$ cat src/rtl/gwwlb_pkg.sv
// ----------------------------------------------------------------------------
// Greedy word-wrap line breaker: shared types and constants
// Result record, register indexes and character codes used by the block.
// ----------------------------------------------------------------------------
package gwwlb_pkg;

  localparam logic [7:0] CODE_CR = 8'h0D;
  localparam logic [7:0] CODE_SP = 8'h20;

  localparam logic REG_WRAP_WIDTH  = 1'b0;
  localparam logic REG_RETURN_ONLY = 1'b1;

  typedef logic [1:0] res_cnt_t;

  typedef struct packed {
    logic [12:0] line_start;
    logic [7:0]  line_number;
    logic        summary_item;
    logic [8:0]  line_count;
    logic        overflow;
    logic        last_of_run;
  } result_t;

endpackage

$ cat src/rtl/gwwlb_core.sv
// ----------------------------------------------------------------------------
// Greedy word-wrap line breaker: text state and break decision
// Holds the configuration and text state and works out, for one character
// or end-of-text transaction, the line starts and summary it produces.
// ----------------------------------------------------------------------------
module gwwlb_core #(
  parameter int TEXT_MAX  = 4096,
  parameter int MAX_LINES = 256
) (
  input  logic               clk_i,
  input  logic               rst_ni,
  input  logic               cfg_we_i,
  input  logic               cfg_idx_i,
  input  logic [11:0]        cfg_wdata_i,
  input  logic [7:0]         ch_i,
  input  logic               end_of_text_i,
  input  logic               step_i,
  output gwwlb_pkg::result_t res0_o,
  output gwwlb_pkg::result_t res1_o,
  output gwwlb_pkg::res_cnt_t res_cnt_o
);
  import gwwlb_pkg::*;

  localparam int PW = $clog2(TEXT_MAX + 1);
  localparam int LW = $clog2(MAX_LINES + 1);
  localparam int CW = (PW > 12) ? PW : 12;

  logic [11:0]   wrap_width_q;
  logic          return_only_q;

  logic [PW-1:0] pos_q, pos_d;
  logic [PW-1:0] cls_q, cls_d;
  logic [PW-1:0] lsp_q, lsp_d;
  logic          lsv_q, lsv_d;
  logic [LW-1:0] lines_q, lines_d;
  logic          started_q, started_d;
  logic          ovf_q, ovf_d;

  logic [LW-1:0] lines_1;
  logic          wrap_on;
  logic [CW-1:0] line_len;
  logic [CW-1:0] sdist;
  logic          wrap_hit;
  logic          soft_ok;
  logic [PW-1:0] brk;
  logic          rec_req;
  logic [PW-1:0] rec_start;
  logic          sec_vld;
  result_t       line0;
  result_t       second;

  function automatic logic [12:0] to_start(logic [PW-1:0] v);
    logic [PW+12:0] w;
    w = {13'b0, v};
    return w[12:0];
  endfunction

  function automatic logic [7:0] to_num(logic [LW-1:0] v);
    logic [LW+7:0] w;
    w = {8'b0, v};
    return w[7:0];
  endfunction

  function automatic logic [8:0] to_cnt(logic [LW-1:0] v);
    logic [LW+8:0] w;
    w = {9'b0, v};
    return w[8:0];
  endfunction

  always_comb begin
    pos_d     = pos_q;
    cls_d     = cls_q;
    lsp_d     = lsp_q;
    lsv_d     = lsv_q;
    lines_d   = lines_q;
    started_d = 1'b1;
    ovf_d     = ovf_q;
    lines_1   = started_q ? lines_q : lines_q + 1'b1;
    wrap_on   = !return_only_q && (wrap_width_q != 12'd0);
    line_len  = CW'(pos_q) - CW'(cls_q);
    sdist     = CW'(pos_q) - CW'(lsp_q) - CW'(1);
    wrap_hit  = wrap_on && (pos_q >= cls_q) && (line_len >= CW'(wrap_width_q));
    soft_ok   = lsv_q && (lsp_q < pos_q) && (sdist < CW'(wrap_width_q));
    brk       = soft_ok ? lsp_q + 1'b1 : pos_q;
    rec_req   = 1'b0;
    rec_start = '0;
    sec_vld   = 1'b0;

    if (!started_q) begin
      cls_d   = '0;
      lines_d = lines_1;
    end

    line0.line_start   = '0;
    line0.line_number  = '0;
    line0.summary_item = 1'b0;
    line0.line_count   = '0;
    line0.overflow     = ovf_q;
    line0.last_of_run  = 1'b0;
    second             = line0;

    if (end_of_text_i) begin
      sec_vld             = 1'b1;
      second.summary_item = 1'b1;
      second.line_count   = to_cnt(lines_1);
      pos_d     = '0;
      cls_d     = '0;
      lsp_d     = '0;
      lsv_d     = 1'b0;
      lines_d   = '0;
      started_d = 1'b0;
      ovf_d     = 1'b0;
    end else if (pos_q >= PW'(TEXT_MAX)) begin
      ovf_d = 1'b1;
    end else begin
      if (ch_i == CODE_CR) begin
        rec_req   = 1'b1;
        rec_start = pos_q + 1'b1;
        cls_d     = pos_q + 1'b1;
        lsv_d     = 1'b0;
      end else begin
        if (wrap_hit) begin
          rec_req   = 1'b1;
          rec_start = brk;
          cls_d     = brk;
          lsv_d     = 1'b0;
        end
        if (ch_i == CODE_SP) begin
          lsp_d = pos_q;
          lsv_d = 1'b1;
        end
      end
      pos_d = pos_q + 1'b1;
      if (rec_req) begin
        if (lines_1 >= LW'(MAX_LINES)) begin
          ovf_d = 1'b1;
        end else begin
          sec_vld            = 1'b1;
          second.line_start  = to_start(rec_start);
          second.line_number = to_num(lines_1);
          lines_d            = lines_1 + 1'b1;
        end
      end
    end

    second.last_of_run = 1'b1;
    if (!started_q) begin
      res0_o             = line0;
      res0_o.last_of_run = !sec_vld;
      res1_o             = second;
      res_cnt_o          = sec_vld ? res_cnt_t'(2) : res_cnt_t'(1);
    end else begin
      res0_o    = second;
      res1_o    = second;
      res_cnt_o = sec_vld ? res_cnt_t'(1) : res_cnt_t'(0);
    end
  end

  always_ff @(posedge clk_i or negedge rst_ni) begin
    if (!rst_ni) begin
      wrap_width_q  <= '0;
      return_only_q <= 1'b0;
    end else if (cfg_we_i) begin
      unique case (cfg_idx_i)
        REG_WRAP_WIDTH:  wrap_width_q  <= cfg_wdata_i;
        REG_RETURN_ONLY: return_only_q <= cfg_wdata_i[0];
        default: ;
      endcase
    end
  end

  always_ff @(posedge clk_i or negedge rst_ni) begin
    if (!rst_ni) begin
      pos_q     <= '0;
      cls_q     <= '0;
      lsp_q     <= '0;
      lsv_q     <= 1'b0;
      lines_q   <= '0;
      started_q <= 1'b0;
      ovf_q     <= 1'b0;
    end else if (step_i) begin
      pos_q     <= pos_d;
      cls_q     <= cls_d;
      lsp_q     <= lsp_d;
      lsv_q     <= lsv_d;
      lines_q   <= lines_d;
      started_q <= started_d;
      ovf_q     <= ovf_d;
    end
  end

endmodule

$ cat src/rtl/gwwlb_out_buf.sv
// ----------------------------------------------------------------------------
// Greedy word-wrap line breaker: result buffer
// Holds the one or two results of a transaction and hands them out in order.
// ----------------------------------------------------------------------------
module gwwlb_out_buf (
  input  logic                clk_i,
  input  logic                rst_ni,
  input  logic                load_i,
  input  gwwlb_pkg::res_cnt_t cnt_i,
  input  gwwlb_pkg::result_t  res0_i,
  input  gwwlb_pkg::result_t  res1_i,
  output logic                load_ok_o,
  output logic                out_valid_o,
  input  logic                out_ready_i,
  output gwwlb_pkg::result_t  res_o
);
  import gwwlb_pkg::*;

  res_cnt_t cnt_q;
  result_t  res0_q;
  result_t  res1_q;
  logic     pop;

  assign out_valid_o = (cnt_q != res_cnt_t'(0));
  assign pop         = out_valid_o && out_ready_i;
  assign load_ok_o   = (cnt_q == res_cnt_t'(0)) || ((cnt_q == res_cnt_t'(1)) && out_ready_i);
  assign res_o       = res0_q;

  always_ff @(posedge clk_i or negedge rst_ni) begin
    if (!rst_ni) begin
      cnt_q <= '0;
    end else if (load_i) begin
      cnt_q <= cnt_i;
    end else if (pop) begin
      cnt_q <= cnt_q - 1'b1;
    end
  end

  always_ff @(posedge clk_i) begin
    if (load_i) begin
      res0_q <= res0_i;
      res1_q <= res1_i;
    end else if (pop) begin
      res0_q <= res1_q;
    end
  end

endmodule

$ cat src/rtl/greedy_word_wrap_line_breaker.sv
// ----------------------------------------------------------------------------
// Greedy word-wrap line breaker
// Takes a text one character per transaction and reports the start offset of
// every display line up to MAX_LINES, breaking at carriage returns and, when
// wrapping is on, after the last space or at the character that does not fit.
// ----------------------------------------------------------------------------
//  Channel  Direction  Handshake               Payload
//  in       input      in_valid_i/in_ready_o   ch_i, end_of_text_i
//  out      output     out_valid_o/out_ready_i line_start_o .. last_of_run_o
//  cfg      input      cfg_we_i                cfg_idx_i, cfg_wdata_i
//
// An input transaction is registered, then decided, and its one or two results
// are written to the result buffer. Transactions with at most one result flow
// at one per cycle while the output is ready; the first of a text may give two
// results, and a following transaction with results waits until the second is
// taken. Reset clears all text state and the configuration. A stalled output
// backs up through the result buffer and the input register without loss.
// ----------------------------------------------------------------------------
module greedy_word_wrap_line_breaker #(
  parameter int TEXT_MAX  = 4096,
  parameter int MAX_LINES = 256
) (
  input  logic        clk_i,
  input  logic        rst_ni,
  input  logic        cfg_we_i,
  input  logic        cfg_idx_i,
  input  logic [11:0] cfg_wdata_i,
  input  logic        in_valid_i,
  output logic        in_ready_o,
  input  logic [7:0]  ch_i,
  input  logic        end_of_text_i,
  output logic        out_valid_o,
  input  logic        out_ready_i,
  output logic [12:0] line_start_o,
  output logic [7:0]  line_number_o,
  output logic        summary_item_o,
  output logic [8:0]  line_count_o,
  output logic        overflow_o,
  output logic        last_of_run_o
);
  import gwwlb_pkg::*;

  logic     in_vld_q;
  logic     in_vld_d;
  logic [7:0] ch_q;
  logic     eot_q;
  logic     accept;
  logic     advance;
  logic     load_ok;
  res_cnt_t res_cnt;
  result_t  res0;
  result_t  res1;
  result_t  res_out;

  assign advance    = in_vld_q && ((res_cnt == res_cnt_t'(0)) || load_ok);
  assign in_ready_o = !in_vld_q || advance;
  assign accept     = in_valid_i && in_ready_o;

  always_comb begin
    in_vld_d = in_vld_q;
    if (accept) begin
      in_vld_d = 1'b1;
    end else if (advance) begin
      in_vld_d = 1'b0;
    end
  end

  always_ff @(posedge clk_i or negedge rst_ni) begin
    if (!rst_ni) begin
      in_vld_q <= 1'b0;
    end else begin
      in_vld_q <= in_vld_d;
    end
  end

  always_ff @(posedge clk_i) begin
    if (accept) begin
      ch_q  <= ch_i;
      eot_q <= end_of_text_i;
    end
  end

  gwwlb_core #(
    .TEXT_MAX  (TEXT_MAX),
    .MAX_LINES (MAX_LINES)
  ) u_core (
    .clk_i         (clk_i),
    .rst_ni        (rst_ni),
    .cfg_we_i      (cfg_we_i),
    .cfg_idx_i     (cfg_idx_i),
    .cfg_wdata_i   (cfg_wdata_i),
    .ch_i          (ch_q),
    .end_of_text_i (eot_q),
    .step_i        (advance),
    .res0_o        (res0),
    .res1_o        (res1),
    .res_cnt_o     (res_cnt)
  );

  gwwlb_out_buf u_out_buf (
    .clk_i       (clk_i),
    .rst_ni      (rst_ni),
    .load_i      (advance && (res_cnt != res_cnt_t'(0))),
    .cnt_i       (res_cnt),
    .res0_i      (res0),
    .res1_i      (res1),
    .load_ok_o   (load_ok),
    .out_valid_o (out_valid_o),
    .out_ready_i (out_ready_i),
    .res_o       (res_out)
  );

  assign line_start_o   = res_out.line_start;
  assign line_number_o  = res_out.line_number;
  assign summary_item_o = res_out.summary_item;
  assign line_count_o   = res_out.line_count;
  assign overflow_o     = res_out.overflow;
  assign last_of_run_o  = res_out.last_of_run;

endmodule

$ cat config.mk
export PLATFORM = sky130hd
export DESIGN_NAME = greedy_word_wrap_line_breaker
export DESIGN_NICKNAME = d
export VERILOG_FILES = /design/src/rtl/gwwlb_pkg.sv /design/src/rtl/gwwlb_core.sv /design/src/rtl/gwwlb_out_buf.sv /design/src/rtl/greedy_word_wrap_line_breaker.sv
export SDC_FILE = /design/constraint.sdc
export NUM_CORES = 1
export LEC_CHECK = 0
export ABC_CLOCK_PERIOD_IN_PS = 8050
export BUFFER_PORTS_ARGS = -buffer_cell sky130_fd_sc_hd__buf_2
export CORE_ASPECT_RATIO = 1.4
export CORE_MARGIN = 1.5
export CORE_UTILIZATION = 30
export CTS_CLUSTER_SIZE = 30
export DETAILED_ROUTE_END_ITERATION = 8
export GPL_ROUTABILITY_DRIVEN = 0
export PLACE_DENSITY_LB_ADDON = 0.1
export SLEW_MARGIN = 10
export SYNTH_ARGS = -nofsm -noshare
export SYNTH_HDL_FRONTEND = slang
export SYNTH_SLANG_ARGS = --single-unit
export TNS_END_PERCENT = 30
$ cat constraint.sdc
create_clock -name clk_i -period 8.05 [get_ports clk_i]
set_input_delay 1.61 -clock clk_i [delete_from_list [all_inputs] [get_ports clk_i]]
set_output_delay 1.61 -clock clk_i [all_outputs]
set_load 0.05 [all_outputs]
### After elaboration in Yosys (flattened, before gate mapping)

Index checks and enable logic that the tools add are counted.

* logic and storage cells: 130
* register bits: 141

* $lt $le $gt $ge: 6
* bitwise operators: 1
* equal/unequal tests: 5
* reduce and logical (&&, ||, !) cells: 33
* mux-type cells: 53
* add/subtract/negate cells: 8

Operators by type and width (number)
* 13-bit 2-to-1 mux: 14
* 33-bit 2-to-1 mux: 3
* 21-bit 2-to-1 mux: 4
* 9-bit 2-to-1 mux: 6
* 13-bit by 1-bit adder with 13-bit output, second input constant: 2
* 13-bit subtractor: 2
* 1-bit 2-to-1 mux: 21
* 9-bit by 1-bit adder with 9-bit output, second input constant: 2
* 13-bit by 12-bit greater-or-equal comparator with 1-bit output: 1
* 13-bit greater-or-equal comparator: 1
* 13-bit greater-or-equal comparator, second input constant: 1
* 13-bit by 12-bit < comparator with 1-bit output: 1
* 13-bit < comparator: 1
* 13-bit by 1-bit subtractor with 13-bit output, second input constant: 1
* 12-bit nonzero test: 1
* 1-bit logical AND: 10
* 10-bit 2-to-1 mux: 1
* 2-bit nonzero test: 5
* 9-bit greater-or-equal comparator, second input constant: 1
* 8-bit by 4-bit equality test with 1-bit output, second input constant: 1
* 8-bit by 6-bit equality test with 1-bit output, second input constant: 1
* 2-bit 2-to-1 mux: 4
* 2-bit AND reduction: 3
* 3-bit AND reduction: 2
* other kinds (10): 17

### Logic depth before layout (Yosys ltp)

Gate-level depths: netlist of run 1.

* depth after elaboration: 19
* gate-level depth with buffers: 27
* gate-level depth less buffers: 26

### Modules after synthesis

From an unflattened synthesis of run 1, not the netlist that was laid out.

* cell total of the unflattened synthesis: 936
* area, all modules: 9312.7 sq um

Modules (own cells, without submodules)
* gwwlb_core: area each 6418.7 sq um, seq. area each 1601.5 sq um, times used 1, cells each 799
* gwwlb_out_buf: area each 2553.7 sq um, seq. area each 2031.9 sq um, times used 1, cells each 121
* greedy_word_wrap_line_breaker: area each 340.3 sq um, seq. area each 295.3 sq um, times used 1, cells each 16

### Worst setup path after synthesis of run 1

OpenSTA, ideal clock, no wires.

* path kind: flip-flop to flip-flop
* from: register u_core.pos_q[0]
* to: register u_out_buf.res0_q (netlist bit u_out_buf.res_o[22]) (data pin)
* data required time: 7794 ps
* cell stages (with the launch flop): 28
* buffers on the path: 2
* arrival: 5681 ps
* setup time: 256 ps
* path slack: 2112 ps
* cell sequence: dfrtp_1 > clkbuf_1 > inv_1 > ha_1 > fa_1 > nor2b_4 > o311a_1 > nor3_1 > o21bai_1 > a21oi_1 > xnor2_1 > ha_1 > a211o_1 > nor3_1 > o21ai_0 > a32oi_2 > or2_4 > a21oi_1 > nor2_1 > ha_1 > a211oi_1 > nor2b_1 > nand2b_1 > clkbuf_1 > clkinv_1 > nand3_1 > a21oi_1 > a22o_1

* cells in the longest elaborated chain, start to end: 17
* elaborated cells on any way between the ends: 37
* classes of those cells: add/sub: 4; order compare: 5; mux: 19; reduce/logical: 9

RTL lines
* start: declaration: RTL line gwwlb_core.sv:31 `logic [PW-1:0] pos_q, pos_d;`
* start signal: assignment: RTL line gwwlb_core.sv:182 `pos_q <= pos_d;`
* 13-bit subtractor / 13-bit greater-or-equal comparator (equally long branches): RTL line gwwlb_core.sv:80, gwwlb_core.sv:82
* 13-bit by 12-bit greater-or-equal comparator with 1-bit output / 1-bit logical AND (equally long branches): RTL line gwwlb_core.sv:82 `wrap_hit = wrap_on && (pos_q >= cls_q) && (line_len >= CW'(wrap_width_q));`
* 1-bit logical AND: RTL line gwwlb_core.sv:82
* 1-bit 2-to-1 mux: RTL line gwwlb_core.sv:122 `if (wrap_hit) begin`
* 1-bit 2-to-1 mux: RTL line gwwlb_core.sv:116 `if (ch_i == CODE_CR) begin`
* 1-bit 2-to-1 mux: RTL line gwwlb_core.sv:113 `end else if (pos_q >= PW'(TEXT_MAX)) begin`
* 1-bit 2-to-1 mux: RTL line gwwlb_core.sv:102 `if (end_of_text_i) begin`
* 1-bit 2-to-1 mux: RTL line gwwlb_core.sv:134 `if (rec_req) begin`
* (+2 left out)
* 2-bit 2-to-1 mux / 1-bit 2-to-1 mux (equally long branches): RTL line gwwlb_core.sv:151, gwwlb_core.sv:155
* 2-bit 2-to-1 mux (*): RTL line gwwlb_core.sv:147 `if (!started_q) begin`
* 2-bit zero test: RTL line greedy_word_wrap_line_breaker.sv:55 `assign advance = in_vld_q && ((res_cnt == res_cnt_t'(0)) || load_ok);`
* 1-bit logical OR: RTL line greedy_word_wrap_line_breaker.sv:55
* 1-bit logical AND: RTL line greedy_word_wrap_line_breaker.sv:55
* 1-bit logical AND (*): RTL line greedy_word_wrap_line_breaker.sv:103 `.load_i (advance && (res_cnt != res_cnt_t'(0))),`
* named net u_out_buf.load_i: RTL line gwwlb_out_buf.sv:8 `input logic load_i,`
* 33-bit 2-to-1 mux (*): RTL line gwwlb_out_buf.sv:40 `if (load_i) begin`
* end signal: assignment: RTL line gwwlb_out_buf.sv:41 `res0_q <= res0_i;`
* end signal: assignment: RTL line gwwlb_out_buf.sv:44 `res0_q <= res1_q;`
* end: declaration: RTL line gwwlb_out_buf.sv:20 `result_t res0_q;`

Mark *: on every way through the listed nets, which the timed path passes. The rest lies on a longest branch. The select of a mux whose other input is x is not followed.
A chain may end at the register's enable or synchronous reset.

### Final worst setup path of run 1

* from: register u_core.pos_q[0]
* to: output in_ready_o

* cells in the longest elaborated chain, start to end: 16
* elaborated cells on any way between the ends: 20
* classes of those cells: add/sub: 1; order compare: 3; mux: 10; reduce/logical: 6

RTL lines
* 13-bit subtractor / 13-bit greater-or-equal comparator (equally long branches): RTL line gwwlb_core.sv:80, gwwlb_core.sv:82
* 13-bit by 12-bit greater-or-equal comparator with 1-bit output / 1-bit logical AND (equally long branches): RTL line gwwlb_core.sv:82
* 1-bit logical AND: RTL line gwwlb_core.sv:82
* 1-bit 2-to-1 mux: RTL line gwwlb_core.sv:122
* 1-bit 2-to-1 mux: RTL line gwwlb_core.sv:116
* 1-bit 2-to-1 mux: RTL line gwwlb_core.sv:113
* 1-bit 2-to-1 mux: RTL line gwwlb_core.sv:102
* 1-bit 2-to-1 mux: RTL line gwwlb_core.sv:134
* 1-bit 2-to-1 mux (*): RTL line gwwlb_core.sv:113
* 1-bit 2-to-1 mux (*): RTL line gwwlb_core.sv:102
* 2-bit 2-to-1 mux / 1-bit 2-to-1 mux (equally long branches): RTL line gwwlb_core.sv:151, gwwlb_core.sv:155
* 2-bit 2-to-1 mux (*): RTL line gwwlb_core.sv:147
* 2-bit zero test (*): RTL line greedy_word_wrap_line_breaker.sv:55
* 1-bit logical OR (*): RTL line greedy_word_wrap_line_breaker.sv:55
* 1-bit logical AND (*): RTL line greedy_word_wrap_line_breaker.sv:55
* 1-bit logical OR (*): RTL line greedy_word_wrap_line_breaker.sv:56 `assign in_ready_o = !in_vld_q || advance;`
* end: declaration: RTL line greedy_word_wrap_line_breaker.sv:29 `output logic in_ready_o,`

Every way passes the cells marked *; elsewhere a longest branch is shown, timed or not. The select of a mux whose other input is x is not followed.

==> results of run 1 <==
cells in the mapped netlist, types with 5 or more instances:
library cell  number
a22o_1            27
or3_1             11
nand2_1           93
dfrtp_1           67
a31oi_1            5
a211oi_1           7
o31ai_1            9
and2_1             9
clkbuf_1          33
xor2_1            10
nor2_1            50
nor3_1            24
edfxtp_1          74
nor2b_1           19
a21oi_1           50
o21ai_0           98
o21a_1             7
ha_1              70
and4_1             8
nand3_1           34
nand2b_1          11
mux2i_1            5
inv_1             62
nor4_1             6
a21o_1            10
xnor2_1           42
power breakdown:
group,leakage [µW],internal [µW],total [µW],switching (µW)
Combinational,0.00219,801,2500,1690
Sequential,0.00163,1100,1210,109
Clock,0.000285,485,810,325
routing by layer:
| layer | track usage | vias to the layer above |
|---|---|---|
| met5 | 0 | - |
| met2 | 0.3672 | 114 |
| li1 | - | 3437 |
| met1 | 0.1994 | 3383 |
| met4 | 0.07567 | 0 |
| met3 | 0.03024 | 33 |
area by class of cell:
type / instances / share of cell area
Multi-Input combinational cell: 678 / 0.4476
Sequential cell: 141 / 0.3830
Tap cell: 380 / 0.04671
Clock buffer: 20 / 0.04290
Timing Repair Buffer: 77 / 0.04204
Inverter: 63 / 0.02323
Clock inverter: 12 / 0.01451
flip-flops by register name, summed over array words and instances (netlist names):
signal,count
u_core.lines_q,9
eot_q,1
u_out_buf.res1_q,32
u_core.cls_q,13
ch_q,8
u_core.lsv_q,1
in_vld_q,1
u_core.pos_q,13
u_core.wrap_width_q,12
u_out_buf.cnt_q,2
u_out_buf.res_o,33
u_core.return_only_q,1
u_core.ovf_q,1
u_core.started_q,1
u_core.lsp_q,13
kinds of logic after synthesis:
logic type	synth area share
AO/OA/AOI/OAI	0.1861
XOR/XNOR	0.05147
adder cells (fa/ha/maj)	0.1035
buffers and inverters	0.04525
flip-flops	0.4406
multiplexers	0.008201
AND/OR/NAND/NOR	0.1649
worst register-to-register path, stage by stage, from the launching register on:
cell and delay [ns]:
dfrtp_1 0.51, inv_1 0.18, ha_1 0.21, fa_1 0.26, nor2b_4 0.06, o311a_1 0.31, nor3_1 0.32, o21bai_1 0.10
a21oi_1 0.19, xnor2_1 0.15, ha_1 0.26, a211o_1 0.27, or3_1 0.33, a32oi_2 0.35, or2_4 0.31, a21oi_1 0.16
nor2_1 0.20, ha_1 0.19, a211oi_1 0.07, nor2b_1 0.32, nand2b_1 0.55, buf_4 0.43, nand2_1 0.09, buf_4 0.37
stage by stage:
step / total power [µW] / utilization
floorplan: 3041 / -
global placement: 3753 / 0.3300
detailed placement: 3742 / 0.3300
CTS: 4571 / 0.3501
global route: 4840 / 0.3501
finish: 4518 / 0.3501
worst min-delay path by stage:
stage	slack, ns	to
after floorplan	0.45	u_out_buf.res1_q[1]
after global placement	0.47	u_core.lsv_q
after detailed placement	0.49	u_core.lsv_q
after CTS	0.50	u_core.lsv_q
after global routing	0.52	u_core.cls_q[12]
final	0.49	u_core.lsv_q
==> metrics.csv, run 1 <==
metric,value,unit
hold_viol,0,
final_common_cell,o21ai_0,
synth_edf_count,74,
top_layer_used,met4,
multi_input_area,0.004556,mm²
final_cells,1371,
layout_setup_ws,1.160,ns
die_area,0.03055,mm²
grt_overflow,0,
rr_worst_depth,23,
clock_latency,0.45,ns
post-route-period-util,0.8559,
wl,27540,µm
path_class,flop to output pin,
grt_pass1_vias,7193,
tightest_slew,1.143,ns
grt_use_total,0.1885,
crit_family,compound AO/OA/AOI/OAI gates,
cts_hold_buffers,0,
cpPeakStageDelay,0.51,ns
grt_max_degree,68,
crit_slowest_cell,dfrtp_1,
yosys.area.top_type,edfxtp_1,
max_slew_margin,0.2301,
holdCritPathClass,flop to flop,
wirelength_met1,10950,µm
final_cell_mix,"98 x o21ai_0, 93 x nand2_1, 74 x edfxtp_1",
seq_area,0.003899,mm²
crit_top_cell,ha_1,
path_clk_slew,0.07,ns
fp.dieH,206.2,µm
syn_to_final_growth,15.03,%
worstSetupEndpointType,output pin,
required,6.44,ns
r2r-start,u_core.pos_q[0],
clockBufferDepth,2,
rows,74,
ys_ff_latch,141,
cts-root-buf,clkbuf_16,
met3WireLength,605,µm
whs,0.4949,ns
crit_fanout,15,
die_w,148.1,µm
diodes,0,
drv_slew,0,
synthFlopType,edfxtp_1,
skew,0.01258,ns
syn_inst,922,
initial_core_util,0.3044,
place_worst_setup_slack,1.452,ns
ys_seq_area_frac,0.4406,
wl_met2,15280,µm
design_area,0.01018,mm²
rsz0062_at_grt,false,
finalSetupViolations,0,
avgSynthCellArea,9.597,µm²
status,completed,
cts_resized,0,
crit_start,u_core.pos_q[0],
ant_nets,0,
fp.coreArea,0.02907,mm²
io_buffers,61,
drt_first_pass_iters,5,
cp_num_buf_inv,2,
cp-start-kind,flop,
vias_per_cell,5.082,
drtIter0Drc,355,
r2r-end,u_out_buf.res_o[31],
vdd_drop_max,0.1696,mV
io_pins,62,
layout-drive-gt1-share,0.1251,
drcViolationCount,0,
yosysUniqueCellTypes,72,
htree_levels,4,
rrSetupSlack,1.48,ns
cts_tree,done,
finalCriticalPeriod,6.890,ns
async_reset_ff_frac,0.4752,
path_depth,20,
synth.net_count,1021,
fillCellCount,3050,
worstPathArrival,5.28,ns
antenna_found_initial,0,
dp_cells,1339,
max_freq,145.1,MHz
cts_sinks,141,
grt_pass1_wl,42480,µm
wire_per_inst,20.09,µm
yosys-top-cells-area,"edfxtp_1 25%, dfrtp_1 19%, ha_1 9.9%",
cts_made_buffers,17,
maxCapViolations,0,
post_dp_cell_area,0.009594,mm²
min_path_cells,1,
syn_area,0.008848,mm²
power.leakage,0.004104,µW
crit_end,in_ready_o,
powerDensity,443.9,mW/mm²
ys_warn_count,0,
cts_setup_buffers,0,
crit_chain,inv_1 > ha_1 > fa_1 > nor2b_4 > o311a_1 > nor3_1 > o21bai_1 > a21oi_1 > xnor2_1 > ha_1 > a211o_1 > or3_1 > a32oi_2 > or2_4 > a21oi_1 > nor2_1 > ha_1 > a211oi_1 > nand2_1 > buf_2,
vias,6967,
yosys.area.top_type_share,0.2511,
hold_start,u_core.lsv_q,
tns,0,ns
final_nets,1077,
dpl.hpwl,20720,µm
Power figures use the tool's default switching activity.
==> run 2, diff against run 1 <==
GPL_TIMING_DRIVEN = 0   (was not set)
SYNTH_HIERARCHICAL = 1   (was not set)
==> metrics.csv, run 2 <==
metric,value,unit
status,completed,
worstSetupEndpointType,output pin,
cp_num_buf_inv,2,
synth_most_common_cell,edfxtp_1,
tightest_slew,0.9723,ns
rows,76,
avgSynthCellArea,9.949,µm²
drt_first_pass_iters,4,
final_nets,1117,
multi_input_area,0.004895,mm²
cts_sinks,142,
synth_common_cells,"75 x edfxtp_1, 74 x o21ai_0, 73 x nor2_1",
worstPathArrival,6.06,ns
required,6.44,ns
final_cell_mix,"75 x edfxtp_1, 74 x o21ai_0, 73 x nor2_1",
power.leakage,0.004366,µW
yosys.area_share.simple,0.1401,
finalSetupViolations,0,
io_buffers,61,
crit_family,compound AO/OA/AOI/OAI gates,
seq_area,0.003929,mm²
wire_per_inst,19.89,µm
synth_edf_count,75,
cts_setup_buffers,0,
crit_slowest_cell,dfrtp_1,
wl,28260,µm
syn_inst,936,
ys_warn_count,6,
path_class,flop to output pin,
max_freq,130.4,MHz
grt_pass1_wl,43810,µm
post-route-period-util,0.9526,
htree_levels,4,
synthAdderAreaFrac,0.09835,
ys_ff_latch,142,
cts_resized,0,
hold_viol,0,
fillCellCount,3208,
layout-drive-gt1-share,0.1591,
tns,0,ns
vias,7226,
io_pins,62,
max_slew_margin,0.3471,
clockBufferDepth,2,
fp.coreArea,0.03062,mm²
dpl.hpwl,21910,µm
cts_tree,done,
initial_core_util,0.3041,
synth_top_family_by_area,compound AO/OA/AOI/OAI gates,
powerDensity,392.1,mW/mm²
fp.dieH,211.5,µm
grt_max_degree,39,
rsz0062_at_grt,false,
synth_compound_area_frac,0.1825,
die_w,151.9,µm
synth-xor-area-share,0.04702,
crit_fanout,9,
syn_area,0.009313,mm²
cts_made_buffers,17,
clock_latency,0.44,ns
crit_chain,inv_1 > ha_1 > fa_1 > nor2b_1 > o31a_1 > o41a_1 > a21oi_1 > o21bai_1 > a21oi_1 > xnor2_1 > ha_1 > a2111o_1 > a21oi_1 > a31o_2 > o311ai_0 > o211ai_1 > nand2b_1 > ha_1 > o21ba_2 > nand2_1 > buf_2,
cpPeakStageDelay,0.57,ns
grt_use_total,0.1809,
yosys-top-cells-area,"edfxtp_1 24%, dfrtp_1 18%, ha_1 9.4%",
cp-start-kind,flop,
holdCritPathClass,flop to flop,
drtIter0Drc,321,
final_common_cell,edfxtp_1,
cts_hold_buffers,0,
rrSetupSlack,0.60,ns
vias_per_cell,5.085,
syn_to_final_growth,15.12,%
path_clk_slew,0.06,ns
die_area,0.03212,mm²
cts-root-buf,clkbuf_16,
async_reset_ff_frac,0.4718,
diodes,0,
yosys.area.top_type_share,0.2418,
skew,0.006396,ns
synthFlopType,edfxtp_1,
finalCriticalPeriod,7.669,ns
maxCapViolations,0,
yosys.area.top_type,edfxtp_1,
antenna_found_initial,0,
synth.net_count,1035,
drv_slew,0,
yosysUniqueCellTypes,78,
synthMuxAreaShare,0.05629,
vdd_drop_max,0.1456,mV
ant_nets,0,
fin_util,0.3501,
drcViolationCount,0,
grt_pass1_vias,7358,
ys_seq_area_frac,0.4219,
grt_overflow,0,
[run 2: cell types whose count changed after synthesis, moves of 10 or more]
cell / change
nand2_1: -36
mux2_2: +32
o21ai_0: -24
nor2_1: +23
a22o_1: -14
inv_1: +10
nor3_1: -10
[run 2: kinds of logic after synthesis]
family	Yosys count
buffers and inverters	115
xor gates and xnor gates	50
and+or+nand+nor	255
DFF	142
adders and majority gates	72
AOI/OAI and AO/OA	253
other	1
muxes	48
[run 2: path summary, 6_finish.rpt]
check	startpoint	end	cells after the start
hold / removal	u_core/cls_q[8]	u_core/cls_q[8]	1
hold reg to reg	u_core/cls_q[8]	u_core/cls_q[8]	1
max in group asynchronous	rst_ni	u_core/wrap_width_q[4]	2
min in group asynchronous	rst_ni	u_out_buf/cnt_q[1]	1
setup reg to reg	u_core/pos_q[0]	u_core/pos_q[7]	25
setup / recovery	u_core/pos_q[0]	in_ready_o	21
[run 2: per-layer routing]
layer	wire length [µm]	GRT usage	share of wire
met4	908	0.08135	0.032
met2	15010	0.3328	0.53
met5	0	0	0
met3	684	0.02784	0.024
met1	11660	0.2054	0.41
[run 2: worst register-to-register path, stage by stage, from the launching register on]
cell	delay, ns
dfrtp_1	0.57
inv_1	0.22
ha_1	0.28
fa_1	0.42
nor2b_1	0.16
o31a_1	0.19
o41a_1	0.23
a21oi_1	0.13
o21bai_1	0.18
a21oi_1	0.10
xnor2_1	0.18
ha_1	0.27
a2111o_1	0.37
a21oi_1	0.13
a31o_2	0.21
o311ai_0	0.26
o211ai_1	0.53
nand2b_1	0.26
ha_1	0.38
o21ba_2	0.23
nor2b_1	0.20
clkbuf_1	0.40
nand2_1	0.27
clkbuf_1	0.35
clkbuf_1	0.40
o31ai_1	0.41
[run 2: power by group]
group	leakage, µW	internal [µW]	switching, µW
sequential	0.00163	1090	85.3
combinational	0.00247	759	1500
clock	0.000272	430	343
total	0.00437	2280	1930
[run 2: final cells by class]
type                    count  area share
multi-input cells         679      0.4566
flip-flops and latches    142      0.3665
well taps                 390     0.04552
clock buffers              18     0.04003
repair buffers             63     0.03245
inverters                  72     0.02521
plain buffers              43     0.02124
clock inverters            14     0.01249
[run 2: stage by stage]
| step | cell area [µm²] | instances | total power (µW) | hold slack (ns) | setup WS, ns |
|---|---|---|---|---|---|
| after CTS | 10710 | 1421 | 4265 | 0.4957 | 0.3383 |
| final | 10720 | 1421 | 4203 | 0.4939 | 0.3812 |
| after floorplan | 9313 | 936 | 2810 | 0.4416 | 1.926 |
| after global placement | 10110 | 1387 | 3446 | 0.4774 | 0.2698 |
| after global routing | 10720 | 1421 | 4498 | 0.5034 | 0.1047 |
| after detailed placement | 10150 | 1389 | 3466 | 0.4790 | 0.6249 |
